<file path="src/rtl/dnsp_pkg.sv">
// Shared types and constants for the DNS answer record parser.
// Used by dnsp_step and dns_answer_record_parser; depends on nothing else.
package dnsp_pkg;

   // Byte position within a record header; this value means inside the rdata.
   localparam logic [3:0] POS_TYPE_HI  = 4'd2;
   localparam logic [3:0] POS_TYPE_LO  = 4'd3;
   localparam logic [3:0] POS_RDLEN_HI = 4'd10;
   localparam logic [3:0] POS_RDLEN_LO = 4'd11;
   localparam logic [3:0] POS_RDATA    = 4'd12;

   // Record type codes and the type high byte that both accepted types share.
   localparam logic [7:0] TYPE_HI_ZERO = 8'h00;
   localparam logic [7:0] TYPE_A       = 8'h01;
   localparam logic [7:0] TYPE_CNAME   = 8'h05;

   // Number of rdata bytes that form an IPv4 address.
   localparam logic [2:0] ADDR_BYTES = 3'd4;

   // Result kind codes.
   localparam logic RESULT_A     = 1'b0;
   localparam logic RESULT_CNAME = 1'b1;

   typedef enum logic [1:0] {
      KIND_SKIP    = 2'd0,
      KIND_A       = 2'd1,
      KIND_CNAME   = 2'd2,
      KIND_PENDING = 2'd3
   } kind_type;

   // Parser state carried from one byte to the next.
   typedef struct packed {
      logic [3:0]  field_position;
      logic [15:0] rdata_remaining;
      kind_type    record_kind;
      logic [31:0] address_shift;
      logic [2:0]  rdata_bytes_seen;
      logic [15:0] answers_remaining;
      logic [15:0] current_answer;
   } state_type;

   // One result item.
   typedef struct packed {
      logic        valid;
      logic        record_kind;
      logic [15:0] answer_index;
      logic [31:0] address;
      logic [7:0]  name_byte;
      logic        last;
   } result_type;

endpackage

</file>
<file path="src/rtl/dnsp_step.sv">
// Combinational next-state and result logic for one answer-section byte.
// Depends on dnsp_pkg for the state and result types.
module dnsp_step (
   input  dnsp_pkg::state_type  state_cur,
   input  logic [7:0]           data_byte,
   input  logic                 first,
   input  logic [15:0]          answer_count,
   output dnsp_pkg::state_type  state_next,
   output dnsp_pkg::result_type result
);

   always_comb begin
      dnsp_pkg::state_type s;
      logic                end_rec;
      logic [15:0]         rem_dec;
      logic [31:0]         addr_new;

      s        = state_cur;
      end_rec  = 1'b0;
      rem_dec  = state_cur.rdata_remaining - 16'd1;
      addr_new = {state_cur.address_shift[23:0], data_byte};
      result   = '0;

      // A first byte restarts the section with a fresh record.
      if (first) begin
         s.field_position    = '0;
         s.rdata_remaining   = '0;
         s.record_kind       = dnsp_pkg::KIND_SKIP;
         s.address_shift     = '0;
         s.rdata_bytes_seen  = '0;
         s.answers_remaining = answer_count;
         s.current_answer    = '0;
      end

      // Walk the record only while answers remain.
      if (s.answers_remaining != 16'd0) begin
         unique case (s.field_position)
            dnsp_pkg::POS_TYPE_HI: begin
               s.record_kind    = (data_byte == dnsp_pkg::TYPE_HI_ZERO) ?
                                  dnsp_pkg::KIND_PENDING : dnsp_pkg::KIND_SKIP;
               s.field_position = s.field_position + 4'd1;
            end
            dnsp_pkg::POS_TYPE_LO: begin
               if (s.record_kind == dnsp_pkg::KIND_PENDING) begin
                  if (data_byte == dnsp_pkg::TYPE_A) begin
                     s.record_kind = dnsp_pkg::KIND_A;
                  end else if (data_byte == dnsp_pkg::TYPE_CNAME) begin
                     s.record_kind = dnsp_pkg::KIND_CNAME;
                  end else begin
                     s.record_kind = dnsp_pkg::KIND_SKIP;
                  end
               end else begin
                  s.record_kind = dnsp_pkg::KIND_SKIP;
               end
               s.field_position = s.field_position + 4'd1;
            end
            dnsp_pkg::POS_RDLEN_HI: begin
               s.rdata_remaining = {data_byte, 8'h00};
               s.field_position  = s.field_position + 4'd1;
            end
            dnsp_pkg::POS_RDLEN_LO: begin
               s.rdata_remaining = {s.rdata_remaining[15:8], data_byte};
               if ({s.rdata_remaining[15:8], data_byte} == 16'd0) begin
                  end_rec = 1'b1;
               end else begin
                  s.field_position = dnsp_pkg::POS_RDATA;
               end
            end
            dnsp_pkg::POS_RDATA: begin
               // Inside the rdata: count down and emit per record kind.
               s.rdata_remaining = rem_dec;
               if (s.record_kind == dnsp_pkg::KIND_A) begin
                  if (s.rdata_bytes_seen < dnsp_pkg::ADDR_BYTES) begin
                     s.address_shift    = addr_new;
                     s.rdata_bytes_seen = s.rdata_bytes_seen + 3'd1;
                     if (s.rdata_bytes_seen == dnsp_pkg::ADDR_BYTES) begin
                        result.valid        = 1'b1;
                        result.record_kind  = dnsp_pkg::RESULT_A;
                        result.answer_index = s.current_answer;
                        result.address      = addr_new;
                        result.last         = 1'b1;
                     end
                  end
               end else if (s.record_kind == dnsp_pkg::KIND_CNAME) begin
                  result.valid        = 1'b1;
                  result.record_kind  = dnsp_pkg::RESULT_CNAME;
                  result.answer_index = s.current_answer;
                  result.name_byte    = data_byte;
                  result.last         = (rem_dec == 16'd0);
               end
               end_rec = (rem_dec == 16'd0);
            end
            default: begin
               s.field_position = s.field_position + 4'd1;
            end
         endcase

         // Close the record and move on to the next one.
         if (end_rec) begin
            s.answers_remaining = s.answers_remaining - 16'd1;
            s.current_answer    = s.current_answer + 16'd1;
            s.field_position    = '0;
            s.rdata_remaining   = '0;
            s.record_kind       = dnsp_pkg::KIND_SKIP;
            s.address_shift     = '0;
            s.rdata_bytes_seen  = '0;
         end
      end

      state_next = s;
   end

endmodule

</file>
<file path="src/rtl/dns_answer_record_parser.sv">
// Top level of the DNS answer record parser: state and result registers.
// Depends on dnsp_pkg and dnsp_step.
//
// Usage: the req_ channel carries the answer section one byte per transfer.
// req_first marks the first byte of a section and samples req_answer_count.
// Each record is a 2-byte name, type, class, TTL, 16-bit rdata length and
// the rdata. A records with four or more rdata bytes give one rsp_ transfer
// with the address; CNAME records give one rsp_ transfer per rdata byte,
// rsp_last on the final one. Other records are walked over and give nothing.
// A result appears in the rsp_ register in the cycle after the byte that
// causes it is transferred. Throughput: one byte per cycle while rsp_ready
// allows, set by the single registered pass of the header/rdata counter logic.
// The block takes a new byte while a result is being taken, so it keeps
// full rate as long as rsp_ready is high; while a result waits with
// rsp_ready low, req_ready drops and the byte stream holds.
// Reset (synchronous, active high) clears the parser to idle and empties
// the result register; bytes without req_first are ignored while idle.
module dns_answer_record_parser (
   input  logic        clock,
   input  logic        reset,
   input  logic        req_valid,
   output logic        req_ready,
   input  logic [7:0]  req_data_byte,
   input  logic        req_first,
   input  logic [15:0] req_answer_count,
   output logic        rsp_valid,
   input  logic        rsp_ready,
   output logic        rsp_record_kind,
   output logic [15:0] rsp_answer_index,
   output logic [31:0] rsp_address,
   output logic [7:0]  rsp_name_byte,
   output logic        rsp_last
);

   dnsp_pkg::state_type  state_ff;
   dnsp_pkg::state_type  state_in;
   dnsp_pkg::result_type result_step;
   dnsp_pkg::result_type rsp_ff;
   logic                 rsp_valid_ff;
   logic                 req_xfer;

   // Accept a byte whenever the result register is empty or being drained.
   assign req_ready = !rsp_valid_ff || rsp_ready;
   assign req_xfer  = req_valid && req_ready;

   dnsp_step u_step (
      .state_cur    (state_ff),
      .data_byte    (req_data_byte),
      .first        (req_first),
      .answer_count (req_answer_count),
      .state_next   (state_in),
      .result       (result_step)
   );

   // Parser state advances on every input transfer.
   always_ff @(posedge clock) begin
      if (reset) begin
         state_ff <= '0;
      end else if (req_xfer) begin
         state_ff <= state_in;
      end
   end

   // Result register: load on input transfer, clear valid when taken.
   always_ff @(posedge clock) begin
      if (reset) begin
         rsp_valid_ff <= 1'b0;
      end else if (req_xfer) begin
         rsp_valid_ff <= result_step.valid;
      end else if (rsp_ready) begin
         rsp_valid_ff <= 1'b0;
      end
   end

   always_ff @(posedge clock) begin
      if (req_xfer) begin
         rsp_ff <= result_step;
      end
   end

   assign rsp_valid        = rsp_valid_ff;
   assign rsp_record_kind  = rsp_ff.record_kind;
   assign rsp_answer_index = rsp_ff.answer_index;
   assign rsp_address      = rsp_ff.address;
   assign rsp_name_byte    = rsp_ff.name_byte;
   assign rsp_last         = rsp_ff.last;

endmodule

</file>
<file path="config.mk">
export PLATFORM = sky130hd
export DESIGN_NAME = dns_answer_record_parser
export DESIGN_NICKNAME = d
export VERILOG_FILES = /design/src/rtl/dnsp_pkg.sv /design/src/rtl/dnsp_step.sv /design/src/rtl/dns_answer_record_parser.sv
export SDC_FILE = /design/constraint.sdc
export NUM_CORES = 1
export LEC_CHECK = 0
export BUFFER_PORTS_ARGS = -buffer_cell sky130_fd_sc_hd__buf_2
export CAP_MARGIN = 20
export CORE_UTILIZATION = 50
export CTS_CLUSTER_DIAMETER = 80
export DETAILED_ROUTE_END_ITERATION = 6
export PLACE_DENSITY = 0.7
export SKIP_LAST_GASP = 1
export SLEW_MARGIN = 20
export SYNTH_ARGS = -nofsm -noshare
export SYNTH_HDL_FRONTEND = slang
export SYNTH_SLANG_ARGS = --single-unit
</file>
<file path="constraint.sdc">
create_clock -name clock -period 3.66 [get_ports clock]
set_input_delay 0.183 -clock clock [delete_from_list [all_inputs] [get_ports clock]]
set_output_delay 0.183 -clock clock [all_outputs]
set_load 0.01 [all_outputs]
</file>
==> metrics.yaml, run 1 <==
run_status:
  status: "completed"
clocking:
  clk_pin_slew_ps: 60
  clk_path_buf_depth: 2
  cts_setup_buffers: 0
  cts_resized: 0
  clock-root-buffer: "clkbuf_16"
  tritoncts: "yes"
  cts_hold_buf: 0
  cts_htree_levels: 4
  cts_buffers: 17
  clkSinkCount: 140
  clock_latency_ps: 440
global_routing:
  grt_overflow_total: 0
  first_global_vias: 5781
  antenna_found_initial: 0
  grt_pass1_wl_um: 29010
  grt_start_max_net_pins: 38
  grtUsageTotal_pct: 25.24
synth:
  muxShareOfSynthArea_pct: 1.013
  yosysSeqAreaShare_pct: 47.21
  synth_nets: 811
  synth-adder-area-share_pct: 1.746
  yosys.cell_types.count: 73
  syn_area_per_cell_um2: 9.282
  synthSimpleGateAreaFrac_pct: 25.56
  async_flop_share_pct: 0
  ys_warn_count: 0
  synth-compound-area-share_pct: 18.16
  synthCells: 772
  synth_top_family_by_area: "simple AND/OR/NAND/NOR gates"
  netlist_area_mm2: 0.007166
  ys_ff_latch: 140
  synth_ff_type: "dfxtp_1"
  synth_xor_area_share_pct: 2.078
  synth_edf_count: 58
route:
  drc_errors: 0
  viasPerCell: 5.956
  wl_per_cell_um: 17.21
  first_pass_iters: 5
  postRouteAntennaNets: 0
  drtIter0Drc: 626
  vias: 6182
  drt_wl_total_um: 17860
timing:
  fin_crit_sh_pct: 89.09
  hold_violations: 0
  rsz0062_at_grt: "false"
  max_freq_ghz: 0.3067
  slew_violations: 0
  skew_ps: 8.539
  finalSetupViolations: 0
  timing.final.ws_setup_ps: 399.4
  max-slew-margin-rel_pct: 55.04
  tightestPinTransition_ps: 669.3
  hold_slack_ps: 21.48
  fin_crit_ps: 3261
  tns_ps: 0
final_layout:
  fillers: 1198
  drive_above_1_share_pct: 19.46
  fin_cells: 1038
  regArea_mm2: 0.003383
  area_delta_synth_final_pct: 16.41
  num_antenna_cells: 0
  utilization_pct: 59.86
  post-route-cell-area_mm2: 0.008342
  multi_input_area_mm2: 0.003486
  fin_nets: 884
placement:
  hpwl_um: 12150
  place_area_mm2: 0.007741
  dp_cells: 1006
  dp_slack_ps: 393.6
  io_buffer_count: 88
  place_congestion: 0.9146
power:
  p_clk_share_pct: 47.8
  p_per_area_mw_per_mm2: 441.8
  ir_drop_uv: 297.9
  swShare_pct: 24.86
  p_leak_nw: 3.225
  internal_power_mw: 2.769
  pwr-share-seq_pct: 45.7
  switching_power_mw: 0.9161
  comb_power_share_pct: 6.5
  total_power_mw: 3.686
worst_setup_path:
  critPathRequiredTime_ps: 3950
  reg2reg_slack_ps: 400
  critPathLaunchType: "flip-flop"
  cp-end-kind: "flip-flop"
  cp.arrival_ps: 3560
  crit_type: "reg -> reg"
  path_max_fanout: 29
floorplanning:
  core_area_mm2: 0.01393
  start_util_pct: 51.42
  dieArea_mm2: 0.01481
  rows: 43
  ios: 89
  die_w_um: 121.7
  die_h_um: 121.7
worst_hold_path:
  hold_class: "in -> reg"
job:
  max-cap-violations: 0
## Yosys cell counts, drive strengths merged, types with 10 or more instances
master  number  area (µm²)
nor4        14       132.6
a21oi       59       302.8
clkbuf      37       138.9
o21ai       26       130.1
nor2        75       281.5
ha          10       125.1
nand2b      11       68.82
nand2       60       230.2
nand3       30       150.1
inv         14       52.55
xnor2       11       96.34
nor2b       11       68.82
dfxtp       82        1642
and2        61       381.6
nand4       14       87.58
nor3        17       90.09
buf         17       107.6
edfxtp      58        1742
a22oi       37       277.8
## worst max-delay path: stages (launching register included)
cell and delay [ps]:
dfxtp_1 390, inv_1 120, ha_1 310, nor3b_2 210, buf_4 170, a32oi_1 100, a211oi_1 440, and2_1 290
a41o_4 400, nand2_2 170, nand2_1 130, buf_4 320, a211oi_1 80
## flip-flops by register name, summed over array words and instances (netlist names)
signal	cells
rsp_valid	1
rsp_address	32
rsp_record_kind	1
rsp_name_byte	8
rsp_answer_index	16
state_ff	81
rsp_last	1
## layout by cell type, fill, tap and decap left out, types with 14 or more instances in the layout
cell type  count
buf_2         88
a22oi_1       37
nand4_1       14
nand3_1       30
nor3_1        16
a21oi_1       57
o21ai_0       25
dfxtp_1       82
and2_1        61
clkbuf_16     17
nor2_1        75
buf_4         20
nand2_1       58
edfxtp_1      58
## routing by layer
layer	track usage, %	routed length [µm]	vias up	part of all wire (%)
met5	0	0	-	0
met4	11.42	379	0	2.1
met3	4.494	1151	34	6.4
met2	38.99	8237	249	46
met1	34.46	8092	2925	45
li1	-	-	2974	-
## area by class of cell
cell class,count,area share (%)
Timing Repair Buffer,108,7.080
Inverter,15,0.6750
Clock inverter,15,2.100
Multi-Input combinational cell,563,41.79
Sequential cell,140,40.56
Tap cell,180,2.700
Clock buffer,17,5.100
## power groups by stage
stage | sequential, mW | combinational [mW] | clock (mW)
2_1_floorplan | 1.73 | 0.121 | 0
3_3_place_gp | 1.72 | 0.234 | 0
3_5_place_dp | 1.72 | 0.237 | 0
4_1_cts | 1.68 | 0.238 | 1.78
5_1_grt | 1.69 | 0.263 | 1.85
6_report | 1.68 | 0.240 | 1.76
## final timing paths
check,start,end,depth (start not counted)
setup reg to reg,state_ff[70],state_ff[32],12
setup / recovery,state_ff[70],state_ff[32],12
hold reg to reg,state_ff[17],state_ff[17],2
hold / removal,req_valid,rsp_valid,3
## cell families after synthesis
family / after synthesis
AND/OR/NAND/NOR: 337
AO/OA/AOI/OAI: 192
flip-flops: 140
buffers and inverters: 69
XOR/XNOR: 17
adder cells (fa/ha/maj): 10
multiplexers: 7
Power figures use the tool's default switching activity.
==> run 2: changes to the inputs <==
--- a/config.mk
+++ b/config.mk
@@ -7,7 +7,9 @@
 export LEC_CHECK = 0
 export BUFFER_PORTS_ARGS = -buffer_cell sky130_fd_sc_hd__buf_2
 export CAP_MARGIN = 20
+export CORE_MARGIN = 2
 export CORE_UTILIZATION = 50
+export CTS_BUF_LIST = sky130_fd_sc_hd__clkbuf_2 sky130_fd_sc_hd__clkbuf_4 sky130_fd_sc_hd__clkbuf_8
 export CTS_CLUSTER_DIAMETER = 80
 export DETAILED_ROUTE_END_ITERATION = 6
 export PLACE_DENSITY = 0.7
==> metrics.yaml, run 2 (synthesis results as in run 1) <==
run_status:
  status: "completed"
worst_setup_path:
  critPathRequiredTime_ps: 4010
  crit_type: "reg -> reg"
  path_max_fanout: 29
  cp-end-kind: "flip-flop"
  critPathLaunchType: "flip-flop"
  cp.arrival_ps: 3570
power:
  p_leak_nw: 3.174
  ir_drop_uv: 185.2
  total_power_mw: 3.404
  p_per_area_mw_per_mm2: 414.2
global_routing:
  antenna_found_initial: 0
  grt_overflow_total: 0
  grt_pass1_wl_um: 28660
  grt_start_max_net_pins: 55
  first_global_vias: 5597
  grtUsageTotal_pct: 24.07
timing:
  rsz0062_at_grt: "false"
  finalSetupViolations: 0
  fin_crit_sh_pct: 88.09
  max-slew-margin-rel_pct: 49.04
  slew_violations: 0
  skew_ps: 12.95
  hold_violations: 0
  max_freq_ghz: 0.3102
  fin_crit_ps: 3224
  tns_ps: 0
  tightestPinTransition_ps: 753.8
clocking:
  clock_latency_ps: 470
  clkSinkCount: 140
  clock-root-buffer: "clkbuf_8"
  clk_pin_slew_ps: 80
  cts_buffers: 17
  clk_path_buf_depth: 2
  tritoncts: "yes"
  cts_htree_levels: 4
floorplanning:
  die_h_um: 123.7
  core_area_mm2: 0.01393
  start_util_pct: 51.42
  dieArea_mm2: 0.01531
  rows: 43
  die_w_um: 123.7
  ios: 89
final_layout:
  drive_above_1_share_pct: 19.35
  final_cell_mix: "buf_2 (87), dfxtp_1 (82), nor2_1 (75), and2_1 (61)"
  layout_commonest_cell: "buf_2"
  num_antenna_cells: 0
  fillers: 1190
  largest_reg_flops: 81
  fin_nets: 884
  area_delta_synth_final_pct: 14.68
  top_register: "state_ff"
route:
  postRouteAntennaNets: 0
  viasPerCell: 5.993
  drt_wl_total_um: 17870
  drc_errors: 0
  first_pass_iters: 5
  drtIter0Drc: 752
  vias: 6221
  wl_per_cell_um: 17.21
worst_hold_path:
  hold_class: "in -> reg"
job:
  max-cap-violations: 0
placement:
  hpwl_um: 12070
  io_buffer_count: 88
  place_congestion: 0.9275
## run 2: layer usage
metal	wire length (µm)	global-route usage, %
met2	8242	37.05
met5	0	0
met4	314	8.807
met1	8219	33.64
met3	1090	4.808
## run 2: timing repair
| item | in CTS | in global routing |
|---|---|---|
| hold endpoints to repair | 1 | 0 |
| resized for setup | 0 | 0 |
| setup buffers | 0 | 0 |
| hold buffers | 1 | 0 |
## run 2: where the power goes
part           leakage (nW)  switching (mW)  internal, mW  total [mW]
sequential             1.23          0.0196          1.66        1.68
combinational          1.71           0.160        0.0785       0.238
clock                 0.239           0.649         0.836        1.48
total                  3.17           0.828          2.58        3.40
## run 2: critical path, stage by stage (launching register included)
cell,delay [ps]
dfxtp_1,400
inv_1,110
ha_1,310
nor3b_2,220
buf_4,180
a32oi_1,100
a211oi_1,420
and2_1,270
a41o_4,370
nand2_2,160
nand2_1,130
buf_4,310
nor2_1,100
## run 2: final timing paths
path	start	end	slack (ps)	depth (start not counted)
setup / recovery	state_ff[70]	state_ff[56]	440	12
setup reg to reg	state_ff[70]	state_ff[56]	440	12
hold / removal	req_answer_count[5]	state_ff[21]	30	3
hold reg to reg	state_ff[17]	state_ff[17]	460	2
## run 2: final cells by class
type	instances	area (µm²)	share of cell area [%]
multi-input combinational	563	3486	42.42
timing repair buffer	108	595.6	7.247
tap	180	225.2	2.741
clock buffer	18	241.5	2.938
clock inverter	14	230.2	2.801
inverter	15	56.30	0.6851
sequential	140	3383	41.17
## run 2: per-stage QoR
stage	utilization, %	hold WS, ps	instances	area (µm²)	setup slack (ps)
2_1_floorplan	-	323.5	772	7166	323.6
3_3_place_gp	55.50	441.2	1005	7734	564.6
3_5_place_dp	55.50	453.4	1005	7734	456.8
4_1_cts	58.96	9.284	1038	8215	442.2
5_1_grt	58.97	52.14	1038	8218	163.5
6_report	58.97	26.80	1038	8218	435.8
